--- src/rtl/bta_pkg.sv ---
// Shared types, codes and sizing constants of the boundary-tag heap allocator.
`timescale 1ns / 1ps
`default_nettype none

package bta_pkg;

  // Heap geometry
  localparam int HEAP_WORDS = 4096;
  localparam int WADDR_W    = $clog2(HEAP_WORDS);
  // Byte address plus headroom for header + size + framing sums
  localparam int BA_W       = WADDR_W + 4;
  // Field and tag widths
  localparam int SZ_W       = 14;
  localparam int WORD_W     = SZ_W;
  localparam int TYPE_W     = 2;
  localparam int ST_W       = 2;

  localparam logic [SZ_W-1:0] POOL_RESET = SZ_W'(1024);
  localparam logic [BA_W-1:0] POOL_MAX   = BA_W'((HEAP_WORDS * 4 - 24) & ~7);

  // Request codes
  localparam logic [TYPE_W-1:0] REQ_ALLOC  = TYPE_W'(0);
  localparam logic [TYPE_W-1:0] REQ_FREE   = TYPE_W'(1);
  localparam logic [TYPE_W-1:0] REQ_FORMAT = TYPE_W'(2);

  // Result status codes
  localparam logic [ST_W-1:0] ST_OK      = ST_W'(0);
  localparam logic [ST_W-1:0] ST_NOFIT   = ST_W'(1);
  localparam logic [ST_W-1:0] ST_INVALID = ST_W'(2);

  typedef struct packed {
    logic [TYPE_W-1:0] req_type;
    logic [SZ_W-1:0]   request_bytes;
    logic [SZ_W-1:0]   block_offset;
  } req_t;

  typedef struct packed {
    logic [SZ_W-1:0] payload_offset;
    logic [ST_W-1:0] status;
  } rsp_t;

  // Datapath operations, one per cycle
  typedef enum logic [4:0] {
    DP_NOP,
    DP_LOAD,
    DP_FMT_START,
    DP_SWEEP,
    DP_A_RD,
    DP_A_EV,
    DP_A_W0,
    DP_A_W1,
    DP_A_W2,
    DP_A_W3,
    DP_F_RDH,
    DP_F_EVH,
    DP_F_RDF,
    DP_F_RDP,
    DP_F_EVP,
    DP_F_RDQ,
    DP_F_EVQ,
    DP_F_RDN,
    DP_F_EVN,
    DP_F_W0,
    DP_F_W1,
    DP_FIN
  } dp_op_t;

  typedef struct packed {
    dp_op_t          op;
    logic [ST_W-1:0] fin_st;
    logic            fin_off;
  } cmd_t;

  typedef struct packed {
    logic [TYPE_W-1:0] req_type;
    logic              req_zero;
    logic              off_bad;
    logic              sweep_last;
    logic              walk_end;
    logic              alloc_broken;
    logic              alloc_fit;
    logic              split;
    logic              hdr_bad;
    logic              ftr_bad;
    logic              prev_ok;
    logic              next_ok;
  } sts_t;

endpackage

`default_nettype wire

--- src/rtl/bta_ctrl.sv ---
// Controller state machine of the heap allocator: sequences reads, writes and results.
`timescale 1ns / 1ps
`default_nettype none

module bta_ctrl (
  input  logic          clk,
  input  logic          rst_n,
  input  logic          in_valid,
  output logic          in_ready,
  output logic          out_valid,
  input  logic          out_ready,
  input  bta_pkg::sts_t sts,
  output bta_pkg::cmd_t cmd
);
  import bta_pkg::*;

  typedef enum logic [22:0] {
    S_CLR   = 23'h000001,
    S_IDLE  = 23'h000002,
    S_DEC   = 23'h000004,
    S_FMT   = 23'h000008,
    S_A_RD  = 23'h000010,
    S_A_EV  = 23'h000020,
    S_A_W0  = 23'h000040,
    S_A_W1  = 23'h000080,
    S_A_W2  = 23'h000100,
    S_A_W3  = 23'h000200,
    S_F_RDH = 23'h000400,
    S_F_EVH = 23'h000800,
    S_F_RDF = 23'h001000,
    S_F_EVF = 23'h002000,
    S_F_RDP = 23'h004000,
    S_F_EVP = 23'h008000,
    S_F_RDQ = 23'h010000,
    S_F_EVQ = 23'h020000,
    S_F_RDN = 23'h040000,
    S_F_EVN = 23'h080000,
    S_F_W0  = 23'h100000,
    S_F_W1  = 23'h200000,
    S_FIN   = 23'h400000
  } state_t;

  state_t          state_r,     state_nxt;
  logic [ST_W-1:0] fin_st_r,    fin_st_nxt;
  logic            fin_off_r,   fin_off_nxt;
  logic            out_valid_r, out_valid_nxt;

  always_comb begin
    state_nxt     = state_r;
    fin_st_nxt    = fin_st_r;
    fin_off_nxt   = fin_off_r;
    out_valid_nxt = out_valid_r && !out_ready;
    in_ready      = 1'b0;
    cmd.op        = DP_NOP;
    cmd.fin_st    = fin_st_r;
    cmd.fin_off   = fin_off_r;
    case (state_r)
      // Clearing pass after reset
      S_CLR: begin
        cmd.op = DP_SWEEP;
        if (sts.sweep_last) begin
          state_nxt = S_IDLE;
        end
      end
      S_IDLE: begin
        in_ready = 1'b1;
        if (in_valid) begin
          cmd.op    = DP_LOAD;
          state_nxt = S_DEC;
        end
      end
      S_DEC: begin
        case (sts.req_type)
          REQ_ALLOC: begin
            if (sts.req_zero) begin
              fin_st_nxt  = ST_INVALID;
              fin_off_nxt = 1'b0;
              state_nxt   = S_FIN;
            end else begin
              state_nxt = S_A_RD;
            end
          end
          REQ_FREE: begin
            if (sts.off_bad) begin
              fin_st_nxt  = ST_INVALID;
              fin_off_nxt = 1'b0;
              state_nxt   = S_FIN;
            end else begin
              state_nxt = S_F_RDH;
            end
          end
          REQ_FORMAT: begin
            cmd.op    = DP_FMT_START;
            state_nxt = S_FMT;
          end
          default: begin
            fin_st_nxt  = ST_INVALID;
            fin_off_nxt = 1'b0;
            state_nxt   = S_FIN;
          end
        endcase
      end
      // Format: rewrite every word of the heap
      S_FMT: begin
        cmd.op = DP_SWEEP;
        if (sts.sweep_last) begin
          fin_st_nxt  = ST_OK;
          fin_off_nxt = 1'b0;
          state_nxt   = S_FIN;
        end
      end
      // First-fit walk, one block per read
      S_A_RD: begin
        if (sts.walk_end) begin
          fin_st_nxt  = ST_NOFIT;
          fin_off_nxt = 1'b0;
          state_nxt   = S_FIN;
        end else begin
          cmd.op    = DP_A_RD;
          state_nxt = S_A_EV;
        end
      end
      S_A_EV: begin
        cmd.op = DP_A_EV;
        if (sts.alloc_broken) begin
          fin_st_nxt  = ST_NOFIT;
          fin_off_nxt = 1'b0;
          state_nxt   = S_FIN;
        end else if (sts.alloc_fit) begin
          state_nxt = S_A_W0;
        end else begin
          state_nxt = S_A_RD;
        end
      end
      S_A_W0: begin
        cmd.op    = DP_A_W0;
        state_nxt = S_A_W1;
      end
      S_A_W1: begin
        cmd.op = DP_A_W1;
        if (sts.split) begin
          state_nxt = S_A_W2;
        end else begin
          fin_st_nxt  = ST_OK;
          fin_off_nxt = 1'b1;
          state_nxt   = S_FIN;
        end
      end
      S_A_W2: begin
        cmd.op    = DP_A_W2;
        state_nxt = S_A_W3;
      end
      S_A_W3: begin
        cmd.op      = DP_A_W3;
        fin_st_nxt  = ST_OK;
        fin_off_nxt = 1'b1;
        state_nxt   = S_FIN;
      end
      // Free: check the block's tags, then probe the neighbors that lie inside the heap
      S_F_RDH: begin
        cmd.op    = DP_F_RDH;
        state_nxt = S_F_EVH;
      end
      S_F_EVH: begin
        cmd.op = DP_F_EVH;
        if (sts.hdr_bad) begin
          fin_st_nxt  = ST_INVALID;
          fin_off_nxt = 1'b0;
          state_nxt   = S_FIN;
        end else begin
          state_nxt = S_F_RDF;
        end
      end
      S_F_RDF: begin
        cmd.op    = DP_F_RDF;
        state_nxt = S_F_EVF;
      end
      S_F_EVF: begin
        if (sts.ftr_bad) begin
          fin_st_nxt  = ST_INVALID;
          fin_off_nxt = 1'b0;
          state_nxt   = S_FIN;
        end else begin
          state_nxt = S_F_RDP;
        end
      end
      S_F_RDP: begin
        cmd.op    = DP_F_RDP;
        state_nxt = S_F_EVP;
      end
      S_F_EVP: begin
        cmd.op = DP_F_EVP;
        if (sts.prev_ok) begin
          state_nxt = S_F_RDQ;
        end else if (sts.next_ok) begin
          state_nxt = S_F_RDN;
        end else begin
          state_nxt = S_F_W0;
        end
      end
      S_F_RDQ: begin
        cmd.op    = DP_F_RDQ;
        state_nxt = S_F_EVQ;
      end
      S_F_EVQ: begin
        cmd.op = DP_F_EVQ;
        if (sts.next_ok) begin
          state_nxt = S_F_RDN;
        end else begin
          state_nxt = S_F_W0;
        end
      end
      S_F_RDN: begin
        cmd.op    = DP_F_RDN;
        state_nxt = S_F_EVN;
      end
      S_F_EVN: begin
        cmd.op    = DP_F_EVN;
        state_nxt = S_F_W0;
      end
      S_F_W0: begin
        cmd.op    = DP_F_W0;
        state_nxt = S_F_W1;
      end
      S_F_W1: begin
        cmd.op      = DP_F_W1;
        fin_st_nxt  = ST_OK;
        fin_off_nxt = 1'b0;
        state_nxt   = S_FIN;
      end
      // Hold the result until the output register is free
      S_FIN: begin
        if (!out_valid_r || out_ready) begin
          cmd.op        = DP_FIN;
          out_valid_nxt = 1'b1;
          state_nxt     = S_IDLE;
        end
      end
      default: begin
        state_nxt = S_IDLE;
      end
    endcase
  end

  always_ff @(posedge clk) begin
    if (!rst_n) begin
      state_r     <= S_CLR;
      fin_st_r    <= ST_OK;
      fin_off_r   <= 1'b0;
      out_valid_r <= 1'b0;
    end else begin
      state_r     <= state_nxt;
      fin_st_r    <= fin_st_nxt;
      fin_off_r   <= fin_off_nxt;
      out_valid_r <= out_valid_nxt;
    end
  end

  assign out_valid = out_valid_r;

endmodule

`default_nettype wire

--- config.mk ---
export PLATFORM = sky130hd
export DESIGN_NAME = bta_ctrl
export DESIGN_NICKNAME = d
export VERILOG_FILES = /design/src/rtl/bta_pkg.sv /design/src/rtl/bta_ctrl.sv
export SDC_FILE = /design/constraint.sdc
export NUM_CORES = 1
export LEC_CHECK = 0
export BUFFER_PORTS_ARGS = -buffer_cell sky130_fd_sc_hd__buf_2
export CORE_MARGIN = 2
export CORE_UTILIZATION = 51
export CTS_CLUSTER_DIAMETER = 150
export DETAILED_ROUTE_END_ITERATION = 10
export HOLD_SLACK_MARGIN = 0.05
export PLACE_DENSITY = 0.77
export SLEW_MARGIN = 25
export SYNTH_ARGS = -nofsm -noshare
export SYNTH_HDL_FRONTEND = slang
export SYNTH_SLANG_ARGS = --single-unit
--- constraint.sdc ---
create_clock -name clk -period 3 [get_ports clk]
set_input_delay 0.15 -clock clk [delete_from_list [all_inputs] [get_ports clk]]
set_output_delay 0.15 -clock clk [all_outputs]
set_load 0.005 [all_outputs]
* Yosys cells after proc, flatten, opt, wreduce, memory -nomap -nowiden
Cells that the tools add are included.
Word-level totals: output and inout port bits 10, word-level logic and storage cells 97, bits of input ports 17, bits in registers 27
Cells by class: equal/unequal tests 37, reduce and logical (&&, ||, !) cells 12, muxes and demuxes 44
Operator list (number):
- 23-bit case mux with 22 select lines | 1
- 23-bit 2-to-1 mux | 11
- 5-bit case mux with 21 select lines | 1
- 23-bit case mux with 3 select lines | 1
- 21-bit 2-to-1 mux | 2
- 23-bit by 1-bit equality test with 1-bit output (second input constant) | 1
- 23-bit by 10-bit equality test with 1-bit output (second input constant) | 1
- 23-bit by 11-bit equality test with 1-bit output (second input constant) | 1
- 23-bit by 12-bit equality test with 1-bit output (second input constant) | 1
- 23-bit by 13-bit equality test with 1-bit output (second input constant) | 1
- 23-bit by 14-bit equality test with 1-bit output (second input constant) | 1
- 23-bit by 15-bit equality test with 1-bit output (second input constant) | 1
- 23-bit by 16-bit equality test with 1-bit output (second input constant) | 1
- 23-bit by 17-bit equality test with 1-bit output (second input constant) | 1
- 23-bit by 18-bit equality test with 1-bit output (second input constant) | 1
- 23-bit by 19-bit equality test with 1-bit output (second input constant) | 1
- 23-bit by 2-bit equality test with 1-bit output (second input constant) | 1
- 23-bit by 20-bit equality test with 1-bit output (second input constant) | 1
- 23-bit by 21-bit equality test with 1-bit output (second input constant) | 1
- 23-bit by 22-bit equality test with 1-bit output (second input constant) | 1
- 23-bit equality test (second input constant) | 1
- 23-bit by 3-bit equality test with 1-bit output (second input constant) | 1
- 23-bit by 4-bit equality test with 1-bit output (second input constant) | 1
- 23-bit by 5-bit equality test with 1-bit output (second input constant) | 1
- 26 further kinds | 58

* Longest topological paths before layout
Gate-level depths: netlist of the first run.
depth after elaboration 4, depth in mapped cells 9, mapped depth without buffers 6

* Worst setup path before layout of the first run
OpenSTA, ideal clock, no wires.
path kind reg-to-output, from register state_r[8], to output cmd[3] (netlist bit), required time 2.850 ns, cell stages (with the launch flop) 7, path slack 0.849 ns, data arrival time 2.001 ns, buffers on the path 1, path through dfxtp_1 > or4_4 > buf_6 > nor4_4 > nand2_2 > or4b_4 > nand2_1
RTL lines:
- start: declaration | line bta_ctrl.sv:43 | state_t state_r, state_nxt;
- start signal: assignment | line bta_ctrl.sv:252 | state_r <= state_nxt;
- end: declaration | line bta_ctrl.sv:13 | output bta_pkg::cmd_t cmd

==> results of run 1 <==
-- cell families (layout without fill, tap and decap cells) --
kind of cell    count (synthesis)  count (layout)  synth area share, %
simple gates                  155             155                 50.9
mux                             2               2                 1.07
flops                          27              27                 28.8
compound gates                 33              33                 12.4
buf+inv                        18              36                 4.47
xor+xnor                        5               5                 2.34
-- power breakdown --
group	leakage [nW]	total, W	switching [W]	internal (W)
Clock	0.0228	0.000207	0.000112	0.0000952
Combinational	0.590	0.000121	0.0000763	0.0000445
Sequential	0.218	0.000374	0.0000112	0.000363
-- critical path, cell delays in order, from the launching register on --
cell,delay (ps)
sky130_fd_sc_hd__dfxtp_1,380
sky130_fd_sc_hd__nor4_2,550
sky130_fd_sc_hd__buf_4,250
sky130_fd_sc_hd__nand2_1,80
sky130_fd_sc_hd__nor4_1,610
sky130_fd_sc_hd__a221o_1,220
sky130_fd_sc_hd__nor4_1,60
sky130_fd_sc_hd__nand2_1,90
sky130_fd_sc_hd__buf_2,100
-- layout by cell type (no fill, tap or decap), types with 2 or more instances in the layout --
cell type / n
sky130_fd_sc_hd__a21oi_1: 4
sky130_fd_sc_hd__and3_1: 5
sky130_fd_sc_hd__buf_2: 26
sky130_fd_sc_hd__clkbuf_8: 3
sky130_fd_sc_hd__dfxtp_1: 27
sky130_fd_sc_hd__inv_1: 4
sky130_fd_sc_hd__mux2i_1: 2
sky130_fd_sc_hd__nand2_1: 19
sky130_fd_sc_hd__nand2b_1: 5
sky130_fd_sc_hd__nand3_1: 10
sky130_fd_sc_hd__nand3b_1: 3
sky130_fd_sc_hd__nand4_1: 11
sky130_fd_sc_hd__nand4b_1: 2
sky130_fd_sc_hd__nor2_1: 28
sky130_fd_sc_hd__nor2b_1: 6
sky130_fd_sc_hd__nor3_1: 14
sky130_fd_sc_hd__nor3_2: 2
sky130_fd_sc_hd__nor3b_1: 3
sky130_fd_sc_hd__nor4_1: 10
sky130_fd_sc_hd__nor4_2: 5
sky130_fd_sc_hd__nor4_4: 2
sky130_fd_sc_hd__nor4b_1: 6
sky130_fd_sc_hd__o2111ai_1: 2
sky130_fd_sc_hd__o211ai_1: 4
sky130_fd_sc_hd__o21a_1: 2
sky130_fd_sc_hd__o21ai_0: 8
sky130_fd_sc_hd__o21ai_1: 2
sky130_fd_sc_hd__or3_1: 7
sky130_fd_sc_hd__or4_1: 8
sky130_fd_sc_hd__xnor2_1: 2
sky130_fd_sc_hd__xor2_1: 3
-- registers in the layout, indices dropped and copies added (netlist names) --
signal	cells
state_r	23
fin_st_r	2
fin_off_r	1
out_valid	1
-- Yosys cell counts, types with 3 or more instances --
| cell | n |
|---|---|
| sky130_fd_sc_hd__o21ai_0 | 8 |
| sky130_fd_sc_hd__nor4b_1 | 6 |
| sky130_fd_sc_hd__nor4_1 | 10 |
| sky130_fd_sc_hd__nor3_1 | 14 |
| sky130_fd_sc_hd__buf_2 | 4 |
| sky130_fd_sc_hd__inv_1 | 4 |
| sky130_fd_sc_hd__nor2_1 | 28 |
| sky130_fd_sc_hd__nand2_1 | 19 |
| sky130_fd_sc_hd__nor3b_1 | 3 |
| sky130_fd_sc_hd__or4_1 | 8 |
| sky130_fd_sc_hd__nand3b_1 | 3 |
| sky130_fd_sc_hd__dfxtp_1 | 27 |
| sky130_fd_sc_hd__xor2_1 | 3 |
| sky130_fd_sc_hd__clkbuf_1 | 6 |
| sky130_fd_sc_hd__nor2b_1 | 6 |
| sky130_fd_sc_hd__nor4_2 | 5 |
| sky130_fd_sc_hd__or3_1 | 7 |
| sky130_fd_sc_hd__and3_1 | 5 |
| sky130_fd_sc_hd__a21oi_1 | 4 |
| sky130_fd_sc_hd__nand3_1 | 10 |
| sky130_fd_sc_hd__nand2b_1 | 5 |
| sky130_fd_sc_hd__o211ai_1 | 4 |
| sky130_fd_sc_hd__nand4_1 | 11 |
-- routing by layer --
layer  up-vias  GRT usage, %  share of wire, %
li1        950             -                 -
met1       909          35.6                45
met2        85          41.5                46
met3        14          2.95               6.3
met4         0          8.24               2.0
met5         -             0                 0
-- layout make-up --
type	count	area [sq um]	share of cell area [%]
clock buffer	4	45.0	2.20
tap	48	60.1	2.93
inverter	5	18.8	0.915
multi-input combinational	195	1250	60.9
timing repair buffer	27	138	6.71
sequential	27	541	26.3
-- stage by stage --
stage | power, W | hold slack, ps | cells | utilization, %
after floorplan | 0.000459 | 226 | 240 | -
after global placement | 0.000501 | 353 | 302 | 55.7
after detailed placement | 0.000500 | 355 | 302 | 55.7
after CTS | 0.000708 | 61.3 | 306 | 56.9
after global routing | 0.000736 | 59.4 | 306 | 56.9
final | 0.000702 | 61.1 | 306 | 56.9
-- worst min-delay path by stage --
| stage | end | slack [ps] | cells past startpoint |
|---|---|---|---|
| finish | state_r[6]$_SDFFE_PN0P_ | 60 | 2 |
| global route | state_r[6]$_SDFFE_PN0P_ | 60 | 2 |
| CTS | state_r[6]$_SDFFE_PN0P_ | 60 | 2 |
| detailed placement | state_r[6]$_SDFFE_PN0P_ | 360 | 2 |
| global placement | state_r[6]$_SDFFE_PN0P_ | 350 | 2 |
| floorplan | state_r[12]$_SDFFE_PN0P_ | 230 | 1 |
==> reports/qor.csv, run 1 <==
stage;metric;value;unit
global_routing;initial antenna violation count;0;
drt;routed vias;1958;
sta;number of max-slew violations in the final report;0;
global_routing;first-pass GRT wire length;8.42;mm
sta;Total Negative Setup Slacks;0;ps
worst_hold_path;startpoint of the tightest hold check path;sts[6];
sta;worst-case setup margin in the final layout;229;ps
drt;Pre-antenna DRT Iters;5;
die;area of the die;4180;sq um
die;x dimension of the die;64.6;um
clock_tree;post-CTS repair timing setup buffer count;0;
clock_tree;insertion delay of the later-clocked pin in the worst-skew pair;270;ps
die;height of the chip;64.6;um
clock_tree;clock net sink count;27;
worst_setup_path;required time of the critical path;2850;ps
synth;top cell type by total area after synthesis;sky130_fd_sc_hd__dfxtp_1;
synth;Synth top area share;28.8;%
sta;Period Utilization, post-route;92.4;%
finish;total inserted antenna cells;0;
worst_setup_path;worst flop-to-flop path endpoint;state_r[13]$_SDFFE_PN0P_;
sta;setup repair after global routing missed its margin;false;
finish;share of layout cells above drive strength 1;18.6;%
synth;portion of the post-synthesis area used by sequential elements;28.8;%
finish;finished layout cell area;2050;sq um
synth;asr flop ratio synth;0;%
sta;relative slew slack;52.8;%
synth;Syn Nets;257;
clock_tree;# hold bufs at CTS;0;
die;initial standard-cell utilization of the core;52.0;%
drt;DRT Wirelength;5.18;mm
drt;Antenna Violating Nets Remaining;0;
worst_setup_path;type of destination of the critical path;primary output;
worst_setup_path;critical path endpoint;cmd[3];
synth;YS warnings;0;
place;instance area after placement;2010;sq um
synth;most common flop cell mapped by yosys;sky130_fd_sc_hd__dfxtp_1;
global_routing;via count of the first global-routing pass;1726;
worst_setup_path;worst setup path startpoint;state_r[17]$_SDFFE_PN0P_;
sta;maximum clock skew at final layout;4.33;ps
synth;top area cells in the synthesized netlist;sky130_fd_sc_hd__dfxtp_1, sky130_fd_sc_hd__nor2_1, sky130_fd_sc_hd__nand2_1;
sta;measured slew at the worst slew-check pin;703;ps
pwr;reported leakage power;0.831;nW
clock_tree;clock tree from TritonCTS;done;
worst_setup_path;startpoint of the worst register-to-register path;state_r[0]$_SDFFE_PN1P_;
finish;total of fill cells in the finished design;361;
place;worst slack, placed;575;ps
global_routing;pin count of the biggest net entering global routing;15;
sta;setup-violating endpoint count in the final report;0;
clock_tree;Max H-tree Level;1;
worst_setup_path;flop-to-flop setup slack;550;ps
clock_tree;number of resized instances in the post-cts repair step;0;
sta;Tmin final;2770;ps
worst_setup_path;type of origin of the critical path;flop;
place;number of input and output port buffers inserted;26;
worst_setup_path;critical setup path kind;flop to primary output;
worst_hold_path;Tightest Hold Check Type;primary input to flop;
global_routing;global route overflow;0;
drt;routed len/inst;16.9;um
run;max_cap viols;0;
worst_setup_path;Crit Path Max Fanout;6;
finish;Final Net Count;276;
synth;count of mapped cells out of synthesis;240;
clock_tree;CTS buffer count;3;
synth;syn_area_per_cell;7.81;sq um
drt;DRC violation count after routing;0;
drt;via density per instance;6.40;
synth;Synth cell types;55;
pwr;areal power density over the cells;342;nW/um^2
die;top-level I/O count;27;
die;placeable core area;3610;sq um
worst_setup_path;number of cells on the worst reg-to-reg path;6;
sta;FMAX;0.361;GHz
synth;flip-flop and latch count after synthesis;27;
place;GP Congestion;1.02;
place;total half-perimeter wirelength after legalization and detailed placement;4.04;mm
finish;area added between synthesis and finish;9.48;%
status;run status;complete, no violations;
pwr;maximum ir drop on the vdd rail;0.162;mV
drt;detailed router's first-iteration violation count;266;
clock_tree;clock-pin slew of the registers on the worst-case setup and hold paths;90;ps
worst_setup_path;data arrival at the endpoint of the critical path;2620;ps
global_routing;combined global-route utilization of all metal layers;25.6;%
synth;count of flip-flops with a built-in enable after synthesis;0;
clock_tree;library cell used as clock root buffer;sky130_fd_sc_hd__clkbuf_8;
synth;Synth Cell Area;1870;sq um
sta;final number of hold-violating endpoints;0;
die;std cell rows;22;
clock_tree;maximum clock insertion buffer count;2;
Note: power is estimated with default switching activity, not from simulation.
==> run 2: changes to the inputs <==
--- a/config.mk
+++ b/config.mk
@@ -6,12 +6,14 @@
 export NUM_CORES = 1
 export LEC_CHECK = 0
 export BUFFER_PORTS_ARGS = -buffer_cell sky130_fd_sc_hd__buf_2
+export CELL_PAD_IN_SITES_DETAIL_PLACEMENT = 2
+export CELL_PAD_IN_SITES_GLOBAL_PLACEMENT = 2
 export CORE_MARGIN = 2
-export CORE_UTILIZATION = 51
+export CORE_UTILIZATION = 33
 export CTS_CLUSTER_DIAMETER = 150
 export DETAILED_ROUTE_END_ITERATION = 10
 export HOLD_SLACK_MARGIN = 0.05
-export PLACE_DENSITY = 0.77
+export PLACE_DENSITY = 0.84
 export SLEW_MARGIN = 25
 export SYNTH_ARGS = -nofsm -noshare
 export SYNTH_HDL_FRONTEND = slang
==> reports/qor.csv, run 2 (synthesis gave the netlist of run 1 again) <==
stage;metric;value;unit;change
status;run status;complete, no violations;;unchanged
finish;area of combinational cells with multiple inputs;1250;sq um;unchanged
sta;number of max-slew violations in the final report;0;;unchanged
pwr;power after layout;0.000726;W;was 0.000702 W
die;area of the die;6300;sq um;was 4180 sq um
die;initial standard-cell utilization of the core;34.0;%;was 52.0%
sta;Total Negative Setup Slacks;0;ps;unchanged
finish;share of layout cells above drive strength 1;19.2;%;was 18.6%
clock_tree;clock tree from TritonCTS;done;;unchanged
die;std cell rows;27;;was 22
die;top-level I/O count;27;;unchanged
finish;area used by sequential logic in the layout;541;sq um;unchanged
worst_hold_path;hold depth;2;;unchanged
sta;setup repair after global routing missed its margin;false;;unchanged
worst_setup_path;type of origin of the critical path;flop;;unchanged
finish;commonest cells after routing, fill and taps aside;sky130_fd_sc_hd__nor2_1, sky130_fd_sc_hd__dfxtp_1, sky130_fd_sc_hd__buf_2;;unchanged
drt;DRT Wirelength;6.77;mm;was 5.18 mm
drt;routed vias;2017;;was 1958
clock_tree;insertion delay of the later-clocked pin in the worst-skew pair;280;ps;was 270 ps
global_routing;initial antenna violation count;0;;unchanged
finish;utilization of the core after routing;38.3;%;was 56.9%
place;GP Congestion;0.935;;was 1.02
pwr;areal power density over the cells;344;nW/um^2;was 342 nW/um^2
global_routing;global route overflow;0;;unchanged
worst_setup_path;type of destination of the critical path;primary output;;unchanged
finish;register with the most flip-flops;state_r;;unchanged
clock_tree;post-CTS repair timing setup buffer count;0;;unchanged
worst_setup_path;Crit Path Max Fanout;8;;was 6
global_routing;via count of the first global-routing pass;2025;;was 1726
sta;measured slew at the worst slew-check pin;743;ps;was 703 ps
finish;area added between synthesis and finish;12.4;%;was 9.48%
global_routing;combined global-route utilization of all metal layers;22.3;%;was 25.6%
clock_tree;clock net sink count;27;;unchanged
clock_tree;CTS buffer count;3;;unchanged
clock_tree;number of resized instances in the post-cts repair step;0;;unchanged
sta;relative slew slack;50.1;%;was 52.8%
worst_hold_path;Tightest Hold Check Type;primary input to flop;;unchanged
pwr;reported leakage power;0.844;nW;was 0.831 nW
sta;setup-violating endpoint count in the final report;0;;unchanged
worst_setup_path;required time of the critical path;2850;ps;about the same
run;max_cap viols;0;;unchanged
worst_setup_path;data arrival at the endpoint of the critical path;2690;ps;was 2620 ps
sta;Tmin final;2840;ps;was 2770 ps
worst_setup_path;number of cells on the worst reg-to-reg path;6;;unchanged
finish;total inserted antenna cells;0;;unchanged
clock_tree;clock-pin slew of the registers on the worst-case setup and hold paths;90;ps;about the same
drt;via density per instance;6.06;;was 6.40
die;x dimension of the die;79.4;um;was 64.6 um
clock_tree;# hold bufs at CTS;1;;was 0
drt;DRC violation count after routing;0;;unchanged
global_routing;pin count of the biggest net entering global routing;15;;unchanged
place;total half-perimeter wirelength after legalization and detailed placement;5.44;mm;was 4.04 mm
place;number of input and output port buffers inserted;26;;unchanged
finish;max reg flops;23;;unchanged
finish;biggest regs;state_r (23), fin_st_r (2);;unchanged
finish;total of fill cells in the finished design;670;;was 361
drt;Pre-antenna DRT Iters;4;;was 5
clock_tree;maximum clock insertion buffer count;2;;unchanged
drt;routed len/inst;20.3;um;was 16.9 um
finish;most frequent standard cell in the layout excluding fill and tap cells;sky130_fd_sc_hd__nor2_1;;unchanged
drt;Antenna Violating Nets Remaining;0;;unchanged
drt;detailed router's first-iteration violation count;105;;was 266
die;placeable core area;5510;sq um;was 3610 sq um
global_routing;first-pass GRT wire length;10.8;mm;was 8.42 mm
sta;maximum clock skew at final layout;10.5;ps;was 4.33 ps
clock_tree;Max H-tree Level;1;;unchanged
die;height of the chip;79.4;um;was 64.6 um
clock_tree;library cell used as clock root buffer;sky130_fd_sc_hd__clkbuf_8;;unchanged
sta;final number of hold-violating endpoints;0;;unchanged
finish;Final Net Count;279;;was 276
worst_setup_path;critical setup path kind;flop to primary output;;unchanged
sta;Period Utilization, post-route;94.7;%;was 92.4%
sta;FMAX;0.352;GHz;was 0.361 GHz
pwr;maximum ir drop on the vdd rail;0.153;mV;was 0.162 mV
==> run 2: power breakdown <==
| part | leakage, nW | switching, W | total [W] | internal [W] |
|---|---|---|---|---|
| sequential | 0.218 | 0.0000123 | 0.000375 | 0.000363 |
| combinational | 0.603 | 0.0000829 | 0.000130 | 0.0000474 |
| clock | 0.0228 | 0.000125 | 0.000220 | 0.0000956 |
==> run 2: worst paths after layout <==
kind / startpoint / to / slack, ps
worst min register to register: fin_off_r$_SDFFE_PN0P_ / fin_off_r$_SDFFE_PN0P_ / 460
worst max register to register: state_r[0]$_SDFFE_PN1P_ / state_r[9]$_SDFFE_PN0P_ / 510
worst min-delay path: sts[3] / state_r[12]$_SDFFE_PN0P_ / 60
worst max-delay path: state_r[8]$_SDFFE_PN0P_ / cmd[5] / 160
==> run 2: layer usage <==
layer / vias up / global-route usage [%] / routed length [um]
met3: 5 / 2.27 / 234
met5: - / 0 / 0
li1: 953 / - / -
met1: 1016 / 29.8 / 3150
met2: 43 / 39.2 / 3340
met4: 0 / 3.79 / 53
==> run 2: layout make-up <==
cell class | count | share of cell area (%)
Clock buffer | 4 | 2.14
Inverter | 5 | 0.891
Multi-Input combinational cell | 195 | 59.3
Sequential cell | 27 | 25.7
Tap cell | 72 | 4.28
Timing Repair Buffer | 30 | 7.72
==> run 2: critical path, cell delays in order (launching register included) <==
cell and delay (ps):
sky130_fd_sc_hd__dfxtp_1 380, sky130_fd_sc_hd__nor4_2 620, sky130_fd_sc_hd__nand4_1 320, sky130_fd_sc_hd__or4_1 610, sky130_fd_sc_hd__o211ai_1 170, sky130_fd_sc_hd__nor2_1 100
sky130_fd_sc_hd__nand4_1 90, sky130_fd_sc_hd__buf_2 120
==> run 2: metrics by stage <==
stage                     instance area (sq um)  cells  hold WS [ps]  setup slack [ps]
after floorplan                            1870    240           226               849
after global placement                     2050    328           352               589
after detailed placement                   2050    328           355               522
after CTS                                  2110    333          66.7               191
after global routing                       2110    333          76.7              16.3
final                                      2110    333          60.7               158
==> run 3: changes to the inputs <==
--- a/config.mk
+++ b/config.mk
@@ -8,7 +8,6 @@
 export BUFFER_PORTS_ARGS = -buffer_cell sky130_fd_sc_hd__buf_2
 export CELL_PAD_IN_SITES_DETAIL_PLACEMENT = 2
 export CELL_PAD_IN_SITES_GLOBAL_PLACEMENT = 2
-export CORE_MARGIN = 2
 export CORE_UTILIZATION = 33
 export CTS_CLUSTER_DIAMETER = 150
 export DETAILED_ROUTE_END_ITERATION = 10
==> reports/qor.csv, run 3 (synthesis gave the netlist of run 1 again) <==
stage;metric;value;unit;change
status;run status;complete, no violations;;unchanged
sta;final number of hold-violating endpoints;0;;unchanged
finish;share of layout cells above drive strength 1;19.5;%;was 19.2%
finish;biggest regs;state_r (23), fin_st_r (2);;unchanged
finish;commonest cells after routing, fill and taps aside;sky130_fd_sc_hd__nor2_1, sky130_fd_sc_hd__dfxtp_1, sky130_fd_sc_hd__buf_2;;unchanged
global_routing;first-pass GRT wire length;10.9;mm;was 10.8 mm
worst_setup_path;Crit-path slowest cell;sky130_fd_sc_hd__or4_1;;was sky130_fd_sc_hd__nor4_2
sta;worst-case setup margin in the final layout;177;ps;was 158 ps
pwr;maximum ir drop on the vdd rail;0.225;mV;was 0.153 mV
finish;register with the most flip-flops;state_r;;unchanged
clock_tree;maximum clock insertion buffer count;2;;unchanged
worst_setup_path;number of buffers and inverters on the critical path;1;;unchanged
drt;detailed router's first-iteration violation count;85;;was 105
drt;DRC violation count after routing;0;;unchanged
pwr;Seq pwr share;51.1;%;was 51.7%
place;total half-perimeter wirelength after legalization and detailed placement;5.39;mm;was 5.44 mm
worst_setup_path;worst flop-to-flop path endpoint;state_r[11]$_SDFFE_PN0P_;;was state_r[9]$_SDFFE_PN0P_
clock_tree;clock tree from TritonCTS;done;;unchanged
sta;setup repair after global routing missed its margin;false;;unchanged
sta;FMAX;0.354;GHz;was 0.352 GHz
die;x dimension of the die;77.4;um;was 79.4 um
worst_setup_path;data arrival at the endpoint of the critical path;2670;ps;was 2690 ps
worst_setup_path;Crit path largest cell delay;630;ps;was 620 ps
clock_tree;library cell used as clock root buffer;sky130_fd_sc_hd__clkbuf_8;;unchanged
pwr;net switching fraction of the power;31.0;%;was 30.3%
worst_setup_path;type of origin of the critical path;flop;;unchanged
sta;number of max-slew violations in the final report;0;;unchanged
finish;most frequent standard cell in the layout excluding fill and tap cells;sky130_fd_sc_hd__nor2_1;;unchanged
finish;total of fill cells in the finished design;657;;was 670
pwr;power share of the clock group;30.7;%;was 30.3%
worst_hold_path;hold depth;2;;unchanged
worst_setup_path;Top delay family on crit path;simple AND/OR/NAND/NOR gates;;unchanged
sta;Tmin final;2820;ps;was 2840 ps
finish;Final Net Count;279;;unchanged
sta;Period Utilization, post-route;94.1;%;was 94.7%
place;worst slack, placed;432;ps;was 522 ps
global_routing;global route overflow;0;;unchanged
die;area of the die;5990;sq um;was 6300 sq um
worst_setup_path;startpoint of the worst register-to-register path;state_r[0]$_SDFFE_PN1P_;;unchanged
drt;DRT Wirelength;6.85;mm;was 6.77 mm
global_routing;pin count of the biggest net entering global routing;15;;unchanged
clock_tree;CTS buffer count;3;;unchanged
pwr;areal power density over the cells;346;nW/um^2;was 344 nW/um^2
worst_setup_path;flop-to-flop setup slack;490;ps;was 510 ps
finish;utilization of the core after routing;38.5;%;was 38.3%
die;initial standard-cell utilization of the core;34.0;%;unchanged
sta;Total Negative Setup Slacks;0;ps;unchanged
drt;routed len/inst;20.6;um;was 20.3 um
finish;area used by sequential logic in the layout;541;sq um;unchanged
die;std cell rows;27;;unchanged
pwr;Net Sw Power;0.000227;W;was 0.000220 W
clock_tree;clock-pin slew of the registers on the worst-case setup and hold paths;100;ps;was 90 ps
finish;area added between synthesis and finish;13.2;%;was 12.4%
worst_setup_path;required time of the critical path;2850;ps;about the same
global_routing;initial antenna violation count;0;;unchanged
sta;setup-violating endpoint count in the final report;0;;unchanged
drt;Antenna Violating Nets Remaining;0;;unchanged
run;max_cap viols;0;;unchanged
worst_hold_path;Tightest Hold Check Type;primary input to flop;;unchanged
worst_setup_path;number of cells on the worst reg-to-reg path;6;;unchanged
die;height of the chip;77.4;um;was 79.4 um
worst_hold_path;startpoint of the tightest hold check path;sts[2];;was sts[3]
pwr;reported leakage power;0.851;nW;was 0.844 nW
place;number of input and output port buffers inserted;26;;unchanged
global_routing;via count of the first global-routing pass;2040;;was 2025
pwr;Comb power frac;18.2;%;was 18.0%
finish;max reg flops;23;;unchanged
worst_setup_path;Crit path top cell by count;sky130_fd_sc_hd__nand4_1;;unchanged
drt;Pre-antenna DRT Iters;4;;unchanged
worst_setup_path;type of destination of the critical path;primary output;;unchanged
drt;routed vias;1988;;was 2017
finish;area of combinational cells with multiple inputs;1260;sq um;was 1250 sq um
clock_tree;Max H-tree Level;1;;unchanged
pwr;Internal Power;0.000506;W;about the same
worst_setup_path;worst path cell trace;nor4_2, nand4_1, or4_1, o211ai_1, nor2_1, nand4_1, buf_2;;unchanged
sta;measured slew at the worst slew-check pin;799;ps;was 743 ps
die;placeable core area;5510;sq um;unchanged
clock_tree;insertion delay of the later-clocked pin in the worst-skew pair;280;ps;about the same
worst_setup_path;critical setup path kind;flop to primary output;;unchanged
die;top-level I/O count;27;;unchanged
sta;relative slew slack;46.3;%;was 50.1%
worst_setup_path;Crit Path Max Fanout;10;;was 8
sta;maximum clock skew at final layout;1.81;ps;was 10.5 ps
worst_hold_path;Hold Path Sink;state_r[14]$_SDFFE_PN0P_;;was state_r[12]$_SDFFE_PN0P_
finish;total inserted antenna cells;0;;unchanged
drt;via density per instance;5.97;;was 6.06
global_routing;combined global-route utilization of all metal layers;23.7;%;was 22.3%
clock_tree;clock net sink count;27;;unchanged
place;GP Congestion;0.960;;was 0.935
clock_tree;post-CTS repair timing setup buffer count;0;;unchanged
[run 3: cell counts in the layout (fill, tap and decap cells not counted)]
Identical to the previous run, type by type.
[run 3: worst max path at each step]
stage                       startpoint      to  slack (ps)  depth (start not counted)
2_1_floorplan  state_r[8]$_SDFFE_PN0P_  cmd[3]         850                          6
3_3_place_gp   state_r[8]$_SDFFE_PN0P_  cmd[5]         430                          7
3_5_place_dp   state_r[8]$_SDFFE_PN0P_  cmd[5]         430                          7
4_1_cts        state_r[8]$_SDFFE_PN0P_  cmd[5]          80                          7
5_1_grt        state_r[0]$_SDFFE_PN1P_  cmd[5]          50                          7
6_report       state_r[0]$_SDFFE_PN1P_  cmd[5]         180                          7
[run 3: area by class of cell]
| class | count | share of cell area (%) |
|---|---|---|
| Sequential cell | 27 | 25.5 |
| Tap cell | 72 | 4.25 |
| Inverter | 5 | 0.885 |
| Multi-Input combinational cell | 195 | 59.6 |
| Clock buffer | 4 | 2.12 |
| Timing Repair Buffer | 30 | 7.67 |
[run 3: power by group through the flow]
stage / clock [W] / sequential [W] / combinational [W]
6_report: 0.000225 / 0.000375 / 0.000133
5_1_grt: 0.000241 / 0.000376 / 0.000144
4_1_cts: 0.000240 / 0.000375 / 0.000132
3_5_place_dp: 0 / 0.000383 / 0.000131
3_3_place_gp: 0 / 0.000382 / 0.000126
2_1_floorplan: 0 / 0.000373 / 0.0000862
[run 3: timing repair]
| item | in CTS | in global routing |
|---|---|---|
| setup endpoints to repair | 0 | 2 |
| hold endpoints to repair | 1 | 0 |
| gates resized for setup | 0 | 2 |
| hold buffers | 1 | 0 |
[run 3: worst register-to-register path, stage by stage (launching register included)]
cell and delay, ps:
sky130_fd_sc_hd__dfxtp_1 550, sky130_fd_sc_hd__or4_1 360, sky130_fd_sc_hd__nor2_1 180, sky130_fd_sc_hd__and4_1 230, sky130_fd_sc_hd__nor3_1 630, sky130_fd_sc_hd__nand2_1 210, sky130_fd_sc_hd__nor4b_1 260
[run 3: through the flow]
stage	power [W]	instances	cell area, sq um	hold slack [ps]
floorplan	0.000459	240	1870	226
CTS	0.000747	333	2110	53.4
global route	0.000761	333	2120	73.0
finish	0.000733	333	2120	59.6
detailed placement	0.000513	328	2050	359
global placement	0.000509	328	2050	347
[run 3: per-layer routing]
| layer | part of all wire (%) | vias up | global-route usage, % |
|---|---|---|---|
| li1 | - | 956 | - |
| met1 | 47 | 981 | 31.5 |
| met2 | 48 | 43 | 40.8 |
| met3 | 3.6 | 8 | 2.94 |
| met4 | 1.2 | 0 | 4.72 |
| met5 | 0 | - | 0 |
